$ cat config.mk
export PLATFORM = sky130hd
export DESIGN_NAME = mbe_ctrl
export DESIGN_NICKNAME = d
export VERILOG_FILES = /design/src/hw/rtl/mbe_pkg.sv /design/src/hw/rtl/mbe_ctrl.sv
export SDC_FILE = /design/constraint.sdc
export NUM_CORES = 1
export LEC_CHECK = 0
export ABC_AREA = 1
export BUFFER_PORTS_ARGS = -buffer_cell sky130_fd_sc_hd__buf_2
export CAP_MARGIN = 30
export CORE_AREA = 3 3 40 42
export DETAILED_ROUTE_END_ITERATION = 10
export DIE_AREA = 0 0 43 45
export SYNTH_ARGS = -nofsm -noshare
export SYNTH_HDL_FRONTEND = slang
export SYNTH_SLANG_ARGS = --single-unit
$ cat constraint.sdc
create_clock -name clk -period 1.2 [get_ports clk]
set_input_delay 0.06 -clock clk [delete_from_list [all_inputs] [get_ports clk]]
set_output_delay 0.06 -clock clk [all_outputs]
set_load 0.02 [all_outputs]
$ cat src/hw/rtl/mbe_pkg.sv
// Shared types and constants for the escape-time block.
package mbe_pkg;

  localparam int IN_W      = 31;
  localparam int FRAC_BITS = 28;
  localparam int MAX_ITER  = 100;
  localparam int CNT_W     = 7;
  localparam int BAND_W    = 4;

  localparam int SUM_W = IN_W + 1;
  localparam int PRE_W = 2 * SUM_W;
  localparam int PIM_W = 2 * IN_W;
  localparam int NW    = PRE_W - FRAC_BITS + 1;

  localparam logic signed [NW-1:0] TWO = NW'(64'sd1 <<< (FRAC_BITS + 1));

  localparam int BAND_MUL = 205;
  localparam int BAND_SH  = 11;
  localparam int BAND_PW  = CNT_W + 8;

  typedef enum logic [1:0] {
    S_IDLE,
    S_MUL,
    S_UPD,
    S_WAIT
  } state_t;

  typedef struct packed {
    logic load_in;
    logic do_mul;
    logic do_step;
    logic load_out;
  } cmd_t;

  typedef struct packed {
    logic stop;
  } sts_t;

  function automatic logic [BAND_W-1:0] band_of(input logic [CNT_W-1:0] c);
    logic [BAND_PW-1:0] p;
    p = BAND_PW'(c) * BAND_PW'(BAND_MUL);
    return BAND_W'(p >> BAND_SH);
  endfunction

endpackage

$ cat src/hw/rtl/mbe_ctrl.sv
// Controller state machine: sequences load, multiply, update and result transfer.
module mbe_ctrl
  import mbe_pkg::*;
(
  input  logic clk,
  input  logic rst,
  input  logic in_valid,
  output logic in_ready,
  output logic out_valid,
  input  logic out_ready,
  output cmd_t cmd,
  input  sts_t sts
);

  state_t state, state_next;
  logic   slot_free;

  assign slot_free = !out_valid || out_ready;

  always_ff @(posedge clk) begin
    if (rst) begin
      state <= S_IDLE;
    end else begin
      state <= state_next;
    end
  end

  always_ff @(posedge clk) begin
    if (rst) begin
      out_valid <= 1'b0;
    end else if (cmd.load_out) begin
      out_valid <= 1'b1;
    end else if (out_ready) begin
      out_valid <= 1'b0;
    end
  end

  always_comb begin
    state_next = state;
    case (state)
      S_IDLE: if (in_valid) state_next = S_MUL;
      S_MUL:  state_next = S_UPD;
      S_UPD:  state_next = sts.stop ? S_WAIT : S_MUL;
      S_WAIT: if (slot_free) state_next = S_IDLE;
      default: state_next = S_IDLE;
    endcase
  end

  always_comb begin
    in_ready = 1'b0;
    cmd      = '0;
    case (state)
      S_IDLE: begin
        in_ready    = 1'b1;
        cmd.load_in = in_valid;
      end
      S_MUL:  cmd.do_mul = 1'b1;
      S_UPD:  cmd.do_step = 1'b1;
      S_WAIT: cmd.load_out = slot_free;
      default: begin
        in_ready = 1'b0;
      end
    endcase
  end

  a_accept_mul: assert property (@(posedge clk) disable iff (rst)
    (in_valid && in_ready) |=> (state == S_MUL))
    else $error("transfer in did not start a multiply");

  a_load_free: assert property (@(posedge clk) disable iff (rst)
    cmd.load_out |-> (!out_valid || out_ready))
    else $error("result overwrote a pending transfer");

  a_rose_wait: assert property (@(posedge clk) disable iff (rst)
    $rose(out_valid) |-> ($past(state) == S_WAIT))
    else $error("result raised outside the wait state");

  a_mul_upd: assert property (@(posedge clk) disable iff (rst)
    (state == S_MUL) |=> (state == S_UPD))
    else $error("multiply not followed by update");

endmodule

[Word-level counts from Yosys, hierarchy flattened]
Index checks and enable logic that the tools add are counted.
W data, S select, Z words.
Cells by class
  eq/ne operators: 5
  mux-type cells: 11
  reductions and logical operators: 5
Operators with widths (count)
  $pmux W2 S4: 1
  $mux W1: 7
  $mux W2: 3
  $eq A2 B2 Y1 const B: 2
  $ne A2 B2 Y1 const B: 2
  $eq A2 B1 Y1 const B: 1
  $logic_not A2 Y1: 1
  $reduce_and A2 Y1: 1
  $reduce_bool A2 Y1: 1
  $logic_not A1 Y1: 1
  $logic_or A1 B1 Y1: 1
Storage, ports and cells
  flip-flop bits (word level): 3
  word-level logic and storage cells: 23
  input port bits: 5
  output and inout port bits: 6

[Longest topological paths before layout]
  word-level depth: 4
  mapped depth: 5
  depth with buffers taken out: 5

[Worst setup path before layout]
Ideal clock, no wire load.
  kind: reg2reg
  from: reg state[1]
  to: reg state[1]
  cell stages (with the launch flop): 4
  library setup time: 0.127 ns
  arrival time: 0.762 ns
  buffers on the path: 0
  data required time: 1.073 ns
  setup slack: 0.311 ns
  period minus slack after synthesis: 0.889 ns
  cell sequence: dfxtp_1 nand2_1 a21oi_2 nor2_1
On the way
  word-level cells in the longest chain between the ends: 3
  elaborated cells between the ends (all ways): 8
  classes of those cells: eq/ne (5); mux (1); reduce/logical (2)
Ends and longest elaborated chain
  start: declaration: line mbe_ctrl.sv:15  | state_t state, state_next;
  start signal: assignment: line mbe_ctrl.sv:24  | state <= state_next;
  $eq A2 B2 Y1 / $logic_not A2 Y1 (equally long branches): line mbe_ctrl.sv:40  | case (state)
  $ne A2 B2 Y1 (no source line)
  $reduce_and A2 Y1 (no source line)
Several ways; a longest one is shown, not always the timed one.
A chain may end at the register's enable or synchronous reset.

==> metrics <==
sequential share of the synthesized area=0.390; vias in the first global route=206; root buffer cell=clkbuf_4; Worst-path clk slew=0.03 ns; Lkg Pwr=0.149 nW; DR iter-0 viols=2; CTS tree=done; H-tree lvl count=1; Top delay family on crit path=flip-flops; via count of the routed design=183; setup TNS=0 ns; synthesized area=154 um^2; Final Power=358 uW; crit path launch=state[0]$_SDFFE_PP0P_; clock buffer depth=2; Antenna diodes=0; Die Width=43 um; Critical Path End Type=output port; largest net degree at the start of global routing=6; Max stage delay on crit path=0.39 ns; Seq cells post-synth=3; R2R Setup Slk=0.42 ns; WL final=441 um; crit path kind=register to output port; setup repair bufs after CTS=0; Initial Utilization=0.120; clk sink count=3; Critical Path AT=1.04 ns; gpl congestion=0.651; hold_sp=in_valid; hold path depth=3; initial antenna violation count=0; DP Area=223 um^2; TritonRoute pass-1 iters=4; minimum clock period=1.10 ns; average size of a mapped cell=6.16 um^2; VDD IR-drop max=0.000266 V; first-pass GRT wire length=752 um; power per cell area=1380 nW/um^2; final core occ=0.202; DRC viols=0; Net Count, Synth=30; crit-path cells=nand2_1, a21oi_2, buf_2; FF-to-FF path depth=3; worst path required time=1.14 ns; DRT antenna net count=0; Routed WL per cell=8.02 um; Max-slew headroom=0.891; io pins=11; worst skew pair latency=0.24 ns; skew final=0.00860 ns; IO buf count=10; Area Growth Syn to Fin=68.3%; worst r2r dst=state[1]$_SDFFE_PP0P_; synthesized instance count=25; FILL cells=159; Max Fclk=908 MHz; Core Footprint=1280 um^2; # Max-Cap Violations=0; ratio of cells with drive above 1 in the final layout=0.400; CP Max Fanout=4; run status=finished clean; total track usage=0.0574; total grt overflow=0; WHS Endpoint=state[0]$_SDFFE_PP0P_; TritonCTS Buffers=3; hold crit path type=primary input to register; Tightest Pin Transition=0.163 ns; die area=1940 um^2; R2R Path Start=state[0]$_SDFFE_PP0P_; RSZ-0062 raised after global routing=no; row count=13; Die Height=45 um; Tcrit/Tclk final=0.918; final hold violations=0; Yosys cell types=9; Layout Nets=46; Final Instance Area=259 um^2; Buf/Inv on CP=1; slowest cell on the critical path=dfxtp_1; Setup-failing EPs final=0; Final Slew Violations=0; vias per cell=3.33; CP startpoint kind=register; synth warn=0
## routing by layer
layer,vias up,global-route usage,part of all wire
li1,103,-,-
met1,70,0.0457,0.43
met2,10,0.0808,0.40
met3,0,0.0438,0.16
met4,0,0.0723,0
met5,-,0,0
## state kept, by name, summed over array words and instances, names as in the netlist
name	flops
out_valid	1
state	2
## worst register-to-register path: cells and delay by family (launching register included)
kind | cells | cell delay (ns)
AOI/OAI and AO/OA | 1 | 0.13
DFF | 1 | 0.39
and+or+nand+nor | 2 | 0.17
## what timing repair did
action | CTS | global route
hold endpoints to repair | 1 | 0
hold buffers | 1 | 0
resized for setup | 0 | 0
## metrics by stage
step	instances	hold WS, ns	setup WS, ns
CTS	55	0.121	0.0867
finish	55	0.117	0.0986
global route	55	0.148	0.0180
detailed placement	50	0.236	0.344
global placement	50	0.243	0.381
floorplan	25	0.129	0.311
## power breakdown
group	switching [mW]	internal (mW)	total [mW]	leakage [nW]
logic	0.0403	0.0252	0.0655	0.109
clock network	0.0569	0.125	0.182	0.0150
registers	0.00583	0.105	0.111	0.0245
total	0.103	0.255	0.358	0.149
## cell type report
type	count	area, um^2	share of cell area
Clock buffer	4	26.3	0.101
Multi-Input combinational cell	16	71.3	0.275
Timing Repair Buffer	11	60.1	0.232
Inverter	6	22.5	0.0870
Tap cell	15	18.8	0.0725
Sequential cell	3	60.1	0.232
## synthesized netlist by cell type, drive strengths merged
cell | number | share of area
inv | 6 | 0.15
nor2 | 5 | 0.12
a21oi | 3 | 0.12
nand3 | 1 | 0.032
dfxtp | 3 | 0.39
nand2 | 7 | 0.19
## cell families (layout without fill, tap and decap cells)
kind of cell / Yosys count / count (layout) / share of synthesized area
buffers and inverters: 6 / 21 / 0.146
flip-flops: 3 / 3 / 0.390
AO/OA/AOI/OAI: 3 / 3 / 0.122
AND/OR/NAND/NOR: 13 / 13 / 0.341
## cells in the final DEF (no fill, tap or decap), drive strengths merged
cell | Yosys | final
a21oi | 3 | 3
buf | 0 | 10
clkbuf | 0 | 4
dfxtp | 3 | 3
dlygate4sd3 | 0 | 1
inv | 6 | 6
nand2 | 7 | 7
nand3 | 1 | 1
nor2 | 5 | 5
## how the worst max path moves through the flow
| stage | to | cells past startpoint | slack [ns] |
|---|---|---|---|
| 3_5_place_dp | cmd[0] | 3 | 0.34 |
| 4_1_cts | cmd[0] | 3 | 0.09 |
| 2_1_floorplan | state[1]$_SDFFE_PP0P_ | 3 | 0.31 |
| 3_3_place_gp | cmd[0] | 3 | 0.38 |
| 6_report | cmd[0] | 3 | 0.1 |
| 5_1_grt | cmd[0] | 3 | 0.02 |
Power figures use the tool's default switching activity.
